===== src/design/bemf_pkg.sv =====
`timescale 1ns / 1ps

package bemf_pkg;

  // field widths fixed by the register map and result format
  localparam int GAIN_W     = 16;
  localparam int EMF_W      = 20;
  localparam int OFS_W      = 21;
  localparam int TAU_W      = 24;
  localparam int ALPHA_W    = 16;
  localparam int GAIN_FRAC  = 12;
  localparam int CFG_IDX_W  = 2;
  localparam int CFG_DATA_W = 24;

  // default parameter values
  localparam int SPEED_BITS_DEF = 16;
  localparam int TIME_BITS_DEF  = 32;

  // longest gap that still changes alpha
  localparam int DT_CAP_LOG2 = 40;

  // register indexes
  localparam logic [CFG_IDX_W-1:0] CFG_EMF_GAIN    = 2'd0;
  localparam logic [CFG_IDX_W-1:0] CFG_EQUILIBRIUM = 2'd1;
  localparam logic [CFG_IDX_W-1:0] CFG_TAU         = 2'd2;
  localparam logic [CFG_IDX_W-1:0] CFG_ENABLE      = 2'd3;

  // register reset values
  localparam logic [GAIN_W-1:0]        GAIN_RST   = 16'd82;
  localparam logic signed [EMF_W-1:0]  EQUIL_RST  = 20'sd0;
  localparam logic [TAU_W-1:0]         TAU_RST    = 24'd10000;
  localparam logic                     ENABLE_RST = 1'b1;

  localparam logic signed [63:0] EMF_MAX = 64'sd524287;
  localparam logic signed [63:0] EMF_MIN = -64'sd524288;

  typedef enum logic [5:0] {
    ST_IDLE = 6'b000001,
    ST_RAW  = 6'b000010,
    ST_DIV  = 6'b000100,
    ST_MUL  = 6'b001000,
    ST_UPD  = 6'b010000,
    ST_OUT  = 6'b100000
  } state_t;

  function automatic logic signed [EMF_W-1:0] sat_emf(input logic signed [63:0] v);
    logic signed [EMF_W-1:0] r;
    if (v > EMF_MAX) begin
      r = EMF_W'(EMF_MAX);
    end else if (v < EMF_MIN) begin
      r = EMF_W'(EMF_MIN);
    end else begin
      r = EMF_W'(v);
    end
    return r;
  endfunction

endpackage


===== src/design/back_emf_lowpass_estimator_top.sv =====
`timescale 1ns / 1ps
// when the filter runs, a request passes a product for the raw value, a 16-step
// restoring divide for alpha, a second product, the update and then the result;
// when the state simply takes the raw value, the result follows the raw product.
// one request at a time: in_stall stays high until the result is taken.
// synchronous active-low reset restores register defaults and clears the filter state

module back_emf_lowpass_estimator_top
  import bemf_pkg::*;
#(
  parameter int SPEED_BITS = SPEED_BITS_DEF,
  parameter int TIME_BITS  = TIME_BITS_DEF
) (
  input  logic                         clk,
  input  logic                         rst_n,
  input  logic                         cfg_we,
  input  logic [CFG_IDX_W-1:0]         cfg_index,
  input  logic [CFG_DATA_W-1:0]        cfg_data,
  input  logic                         in_valid,
  output logic                         in_stall,
  input  logic signed [SPEED_BITS-1:0] in_speed_sample,
  input  logic [TIME_BITS-1:0]         in_sample_time,
  output logic                         out_valid,
  input  logic                         out_stall,
  output logic signed [EMF_W-1:0]      out_emf_value,
  output logic signed [OFS_W-1:0]      out_emf_offset
);

  localparam int DT_W   = (TIME_BITS > DT_CAP_LOG2) ? DT_CAP_LOG2 + 1 : TIME_BITS;
  localparam int DIV_W  = ((DT_W > TAU_W) ? DT_W : TAU_W) + 1;
  localparam int MA_W   = (SPEED_BITS > OFS_W) ? SPEED_BITS : OFS_W;
  localparam int MB_W   = ALPHA_W + 1;
  localparam int MP_W   = MA_W + MB_W;
  localparam int CNT_W  = $clog2(ALPHA_W);
  localparam logic [63:0] DT_CAP64 = 64'd1 << DT_CAP_LOG2;

  state_t state_r, state_nxt;

  logic [GAIN_W-1:0]        gain_r;
  logic signed [EMF_W-1:0]  equil_r;
  logic [TAU_W-1:0]         tau_r;
  logic                     enable_r;

  logic signed [SPEED_BITS-1:0] speed_r, speed_nxt;
  logic [TIME_BITS-1:0]         time_r, time_nxt;
  logic [TIME_BITS-1:0]         prev_time_r, prev_time_nxt;
  logic                         seen_r, seen_nxt;
  logic signed [EMF_W-1:0]      raw_r, raw_nxt;
  logic signed [EMF_W-1:0]      filt_r, filt_nxt;
  logic [DIV_W-1:0]             div_r, div_nxt;
  logic [DIV_W-1:0]             rem_r, rem_nxt;
  logic [ALPHA_W-1:0]           q_r, q_nxt;
  logic [CNT_W-1:0]             cnt_r, cnt_nxt;
  logic signed [MP_W-1:0]       prod_r, prod_nxt;

  // shared multiplier
  logic signed [MA_W-1:0] mul_a;
  logic signed [MB_W-1:0] mul_b;
  logic signed [MP_W-1:0] mul_p;

  logic signed [EMF_W-1:0] raw_val;
  logic [TIME_BITS-1:0]    dt;
  logic [63:0]             dt64;
  logic [DT_W-1:0]         dt_c;
  logic [TAU_W-1:0]        tau_eff;
  logic [DIV_W:0]          rem_sh;
  logic signed [OFS_W-1:0] diff;
  logic signed [MP_W:0]    upd_sum;

  assign in_stall  = (state_r != ST_IDLE);
  assign out_valid = (state_r == ST_OUT);
  assign out_emf_value  = filt_r;
  assign out_emf_offset = OFS_W'(filt_r) - OFS_W'(equil_r);

  assign diff  = OFS_W'(raw_r) - OFS_W'(filt_r);
  assign mul_p = MP_W'(mul_a) * MP_W'(mul_b);

  always_comb begin
    if (state_r == ST_MUL) begin
      mul_a = MA_W'(diff);
      mul_b = $signed({1'b0, q_r});
    end else begin
      mul_a = MA_W'(speed_r);
      mul_b = $signed({1'b0, gain_r});
    end
  end

  assign raw_val = sat_emf(64'(mul_p) >>> GAIN_FRAC);

  // wrapping tick difference, capped where alpha stops changing
  assign dt      = time_r - prev_time_r;
  assign dt64    = 64'(dt);
  assign dt_c    = (dt64 > DT_CAP64) ? DT_W'(DT_CAP64) : DT_W'(dt64);
  assign tau_eff = (tau_r == '0) ? TAU_W'(1) : tau_r;
  assign rem_sh  = {rem_r, 1'b0};

  assign upd_sum = (MP_W + 1)'(filt_r) + (MP_W + 1)'(prod_r >>> ALPHA_W);

  always_comb begin
    state_nxt     = state_r;
    speed_nxt     = speed_r;
    time_nxt      = time_r;
    prev_time_nxt = prev_time_r;
    seen_nxt      = seen_r;
    raw_nxt       = raw_r;
    filt_nxt      = filt_r;
    div_nxt       = div_r;
    rem_nxt       = rem_r;
    q_nxt         = q_r;
    cnt_nxt       = cnt_r;
    prod_nxt      = prod_r;
    case (state_r)
      ST_IDLE: begin
        if (in_valid) begin
          speed_nxt = in_speed_sample;
          time_nxt  = in_sample_time;
          state_nxt = ST_RAW;
        end
      end
      ST_RAW: begin
        prev_time_nxt = time_r;
        seen_nxt      = 1'b1;
        if (!enable_r || !seen_r || dt == '0) begin
          filt_nxt  = raw_val;
          state_nxt = ST_OUT;
        end else begin
          raw_nxt   = raw_val;
          div_nxt   = DIV_W'(tau_eff) + DIV_W'(dt_c);
          rem_nxt   = DIV_W'(dt_c);
          q_nxt     = '0;
          cnt_nxt   = '0;
          state_nxt = ST_DIV;
        end
      end
      ST_DIV: begin
        // one restoring step per cycle, remainder always below the divisor
        if (rem_sh >= {1'b0, div_r}) begin
          rem_nxt = DIV_W'(rem_sh - {1'b0, div_r});
          q_nxt   = {q_r[ALPHA_W-2:0], 1'b1};
        end else begin
          rem_nxt = DIV_W'(rem_sh);
          q_nxt   = {q_r[ALPHA_W-2:0], 1'b0};
        end
        cnt_nxt = cnt_r + CNT_W'(1);
        if (cnt_r == CNT_W'(ALPHA_W - 1)) begin
          state_nxt = ST_MUL;
        end
      end
      ST_MUL: begin
        prod_nxt  = mul_p;
        state_nxt = ST_UPD;
      end
      ST_UPD: begin
        filt_nxt  = sat_emf(64'(upd_sum));
        state_nxt = ST_OUT;
      end
      ST_OUT: begin
        if (!out_stall) begin
          state_nxt = ST_IDLE;
        end
      end
      default: begin
        state_nxt = ST_IDLE;
      end
    endcase
  end

  always_ff @(posedge clk) begin
    if (!rst_n) begin
      state_r     <= ST_IDLE;
      seen_r      <= 1'b0;
      filt_r      <= '0;
      prev_time_r <= '0;
      gain_r      <= GAIN_RST;
      equil_r     <= EQUIL_RST;
      tau_r       <= TAU_RST;
      enable_r    <= ENABLE_RST;
    end else begin
      state_r     <= state_nxt;
      seen_r      <= seen_nxt;
      filt_r      <= filt_nxt;
      prev_time_r <= prev_time_nxt;
      if (cfg_we) begin
        case (cfg_index)
          CFG_EMF_GAIN:    gain_r   <= cfg_data[GAIN_W-1:0];
          CFG_EQUILIBRIUM: equil_r  <= $signed(cfg_data[EMF_W-1:0]);
          CFG_TAU:         tau_r    <= cfg_data[TAU_W-1:0];
          CFG_ENABLE:      enable_r <= cfg_data[0];
          default: begin
          end
        endcase
      end
    end
  end

  always_ff @(posedge clk) begin
    speed_r <= speed_nxt;
    time_r  <= time_nxt;
    raw_r   <= raw_nxt;
    div_r   <= div_nxt;
    rem_r   <= rem_nxt;
    q_r     <= q_nxt;
    cnt_r   <= cnt_nxt;
    prod_r  <= prod_nxt;
  end

endmodule


===== config.mk =====
export PLATFORM = sky130hd
export DESIGN_NAME = back_emf_lowpass_estimator_top
export DESIGN_NICKNAME = d
export VERILOG_FILES = /design/src/design/bemf_pkg.sv /design/src/design/back_emf_lowpass_estimator_top.sv
export SDC_FILE = /design/constraint.sdc
export NUM_CORES = 2
export LEC_CHECK = 0
export CELL_PAD_IN_SITES_DETAIL_PLACEMENT = 2
export CELL_PAD_IN_SITES_GLOBAL_PLACEMENT = 2
export CORE_AREA = 2 2 279 308
export CTS_CLUSTER_DIAMETER = 60
export CTS_CLUSTER_SIZE = 30
export DETAILED_ROUTE_END_ITERATION = 12
export DIE_AREA = 0 0 281 310
export DONT_BUFFER_PORTS = 1
export HOLD_SLACK_MARGIN = 0.1
export MAX_ROUTING_LAYER = met4
export PLACE_DENSITY_LB_ADDON = 0.12
export RECOVER_POWER = 100
export SYNTH_ARGS = -nofsm -noshare
export SYNTH_HDL_FRONTEND = slang
export SYNTH_SLANG_ARGS = --single-unit

===== constraint.sdc =====
create_clock -name clk -period 10.4 [get_ports clk]
set_input_delay 1.56 -clock clk [delete_from_list [all_inputs] [get_ports clk]]
set_output_delay 1.56 -clock clk [all_outputs]
set_load 0.05 [all_outputs]

==> results.sh <==
export IMPL_cts_sinks=296
export IMPL_dieArea_mm2=0.0871
export IMPL_period_needed_ns=10.08
export IMPL_cp_data_arrival_time_ns=10.56
export IMPL_fin_nets=4338
export IMPL_vias_per_cell=5.44
export IMPL_skew_ns=0.0342
export IMPL_grt_pass1_wl_mm=184
export IMPL_reg2reg_to="out_emf_value[1]"
export IMPL_cpLargestDelayFamily="adder cells"
export IMPL_dr_pass1_iters=5
export IMPL_io_pin_count=122
export IMPL_reg2reg_slack_ns=0.32
export IMPL_die_w_um=281
export IMPL_setup_worst_path_end="out_emf_value[1]"
export IMPL_routed_wl_mm=121
export IMPL_cp_end_kind="register"
export IMPL_worst_path_max_fanout=7
export IMPL_cpPeakStageDelay_ns=0.61
export IMPL_post_drt_wl_per_cell_um=24.8
export IMPL_drc=0
export IMPL_portBuffers=0
export IMPL_clock_root_buffer="clkbuf_16"
export IMPL_hold_path_class="register to register"
export IMPL_clk_path_buf_depth=3
export IMPL_peakVddDrop_mv=0.403
export IMPL_worstMarginPinSlew_ns=4.45
export IMPL_critPathSlowestCell="fa_2"
export IMPL_antenna_left=0
export IMPL_startpoint_type="register"
export IMPL_core_area_mm2=0.0842
export IMPL_hold_viol_final=0
export IMPL_yosysSeqAreaShare=0.243
export IMPL_clk_pin_slew_worst_paths_ns=0.08
export IMPL_setup_viol=0
export IMPL_r2r_cells=40
export IMPL_ys_async_sr_fraction=0
export IMPL_path_common_cell="inv_1"
export IMPL_cp_startpoint="raw_r[0]"
export IMPL_violations="max-capacitance violations, max-slew violations"
export IMPL_ys_seq_elements=296
export IMPL_cts_tree="done"
export IMPL_leakage_nw=15.5
export IMPL_grt_ovfl_total=0
export IMPL_final_layout_size_suffix_gt1_frac=0.0822
export IMPL_die_h_um=310
export IMPL_area_growth_pct=11.5
export IMPL_synth_cells=3644
export IMPL_regArea_mm2=0.00769
export IMPL_htree_levels=2
export IMPL_synth_warnings=0
export IMPL_place_congestion=0.878
export IMPL_p_total_mw=10.6
export IMPL_grt_max_degree=89
export IMPL_cp_depth=40
export IMPL_antenna_found_initial=2
export IMPL_first_iter_violations=1349
export IMPL_synth_fp_nets=4301
export IMPL_power_density_mw_per_mm2=301
export IMPL_critPathBufInv=7
export IMPL_fin_crit_sh=0.970
export IMPL_num_vias=26400
export IMPL_dp_cells=4763
export IMPL_row_count=112
export IMPL_place_ws_ns=-0.456
export IMPL_ys_types=88
export IMPL_avgSynthCellArea_um2=8.69
export IMPL_max_slew_margin=-1.97
export IMPL_clk_latency_ns=0.61
export IMPL_final_fill_count=9295
export IMPL_clock_fmax_mhz=99.2
export IMPL_track_usage=0.287
export IMPL_required_ns=10.87
export IMPL_final_util=0.419
export IMPL_synth_edf_count=176
export IMPL_numCtsBuffers=40
export IMPL_multiInputGateArea_mm2=0.0216
export IMPL_status="finished, violations left"
export IMPL_worst_slack_ns=0.317
export IMPL_crit_type="register to register"
export IMPL_fin_cells=4853
export IMPL_drv_slew=376
export IMPL_cap_violations=12
export IMPL_timing_hold_ws_ns=0.457
export IMPL_timing_rr_start="raw_r[0]"
export IMPL_synthFlopType="edfxtp_1"
export IMPL_place_detailed_hpwl_mm=98.3
export IMPL_netlist_area_mm2=0.0316
export IMPL_initial_core_util=0.376
export IMPL_grt_pass1_vias=29400
## area by class of cell
class	count	share of cell area
Multi-Input combinational cell	2632	0.613
Sequential cell	296	0.218
Tap cell	1140	0.0404
Inverter	572	0.0609
Clock inverter	30	0.0102
Clock buffer	43	0.0302
Antenna cell	1	0.0000709
Timing Repair Buffer	139	0.0278
## logic make-up after synthesis
group / after synthesis / synth area share
AND/OR/NAND/NOR: 1168 / 0.162
buffers and inverters: 716 / 0.0857
AO/OA/AOI/OAI: 664 / 0.138
adder cells (fa/ha/maj): 580 / 0.308
flip-flops: 296 / 0.243
XOR/XNOR: 164 / 0.0454
multiplexers: 56 / 0.0179
## how the worst min path moves through the flow
stage	startpoint	to	slack, ns	cells after the start
after floorplan	gain_r[14]	gain_r[14]	0.44	2
after global placement	prev_time_r[7]	prev_time_r[7]	0.44	2
after detailed placement	equil_r[12]	equil_r[12]	0.45	2
after CTS	prev_time_r[13]	prev_time_r[13]	0.46	2
after global routing	prev_time_r[13]	prev_time_r[13]	0.48	2
final	prev_time_r[13]	prev_time_r[13]	0.46	2
## flip-flops by register name (all words and copies together) (netlist names), 20 cells and up
| signal | cells |
|---|---|
| raw_r | 20 |
| tau_r | 24 |
| prev_time_r | 32 |
| time_r | 32 |
| rem_r | 33 |
| out_emf_value | 20 |
| equil_r | 20 |
| prod_r | 22 |
| div_r | 33 |
## worst min-delay path: stages (launching register included)
cell	delay, ns
dfxtp_1	0.31
nand2_1	0.05
a21oi_1	0.05
## per-stage QoR
| stage | TNS [ns] | cell area [um^2] |
|---|---|---|
| after CTS | 0 | 35100 |
| final | 0 | 35300 |
| after global placement | -0.293 | 33500 |
| after global routing | -1.19 | 35300 |
| after detailed placement | -7.67 | 33500 |
| after floorplan | 0 | 31700 |
## where the power goes
group | internal [mW] | switching (mW) | leakage (nW)
Clock | 0.799 | 0.694 | 0.697
Sequential | 1.57 | 0.0385 | 2.54
Combinational | 2.55 | 4.98 | 12.3
## synthesized netlist by cell type (37+ instances only)
| cell | instances | share of area |
|---|---|---|
| dfxtp_1 | 120 | 0.076 |
| ha_1 | 245 | 0.097 |
| a21oi_1 | 226 | 0.036 |
| xnor2_1 | 112 | 0.031 |
| mux2i_1 | 52 | 0.016 |
| fa_1 | 333 | 0.21 |
| a21o_1 | 58 | 0.014 |
| nand3_1 | 64 | 0.010 |
| xor2_1 | 52 | 0.014 |
| o21a_1 | 37 | 0.0088 |
| nand2_1 | 570 | 0.068 |
| inv_1 | 570 | 0.068 |
| nor3_1 | 70 | 0.011 |
| edfxtp_1 | 176 | 0.17 |
| o21ai_0 | 123 | 0.019 |
| nor2_1 | 270 | 0.032 |
| clkbuf_1 | 128 | 0.015 |
## per-layer routing
metal,share of wire,vias up,global-route usage
met5,0,-,-
met4,0.019,0,0.0415
met3,0.038,122,0.0324
met2,0.48,426,0.477
met1,0.46,13800,0.385
li1,-,12100,-
## repair_timing
item                       CTS  global route
setup endpoints to repair   38            41
pin swaps                    6            25
gates resized for setup     17            74
hold buffers                 0             0
setup buffers                3            13
## placed cells by master (no fill, tap or decap), types with 42 or more instances in the layout
cell       count
nand2_1      568
o21ai_0      114
inv_1        569
a21oi_1      221
nor3_1        64
clkbuf_16     42
buf_4        104
xnor2_1      106
fa_1         328
a21o_1        56
dfxtp_1      119
xor2_1        48
mux2i_1       47
nor2_1       266
edfxtp_1     176
ha_1         238
nand3_1       64
No activity file was read; power rests on OpenSTA's default activity.
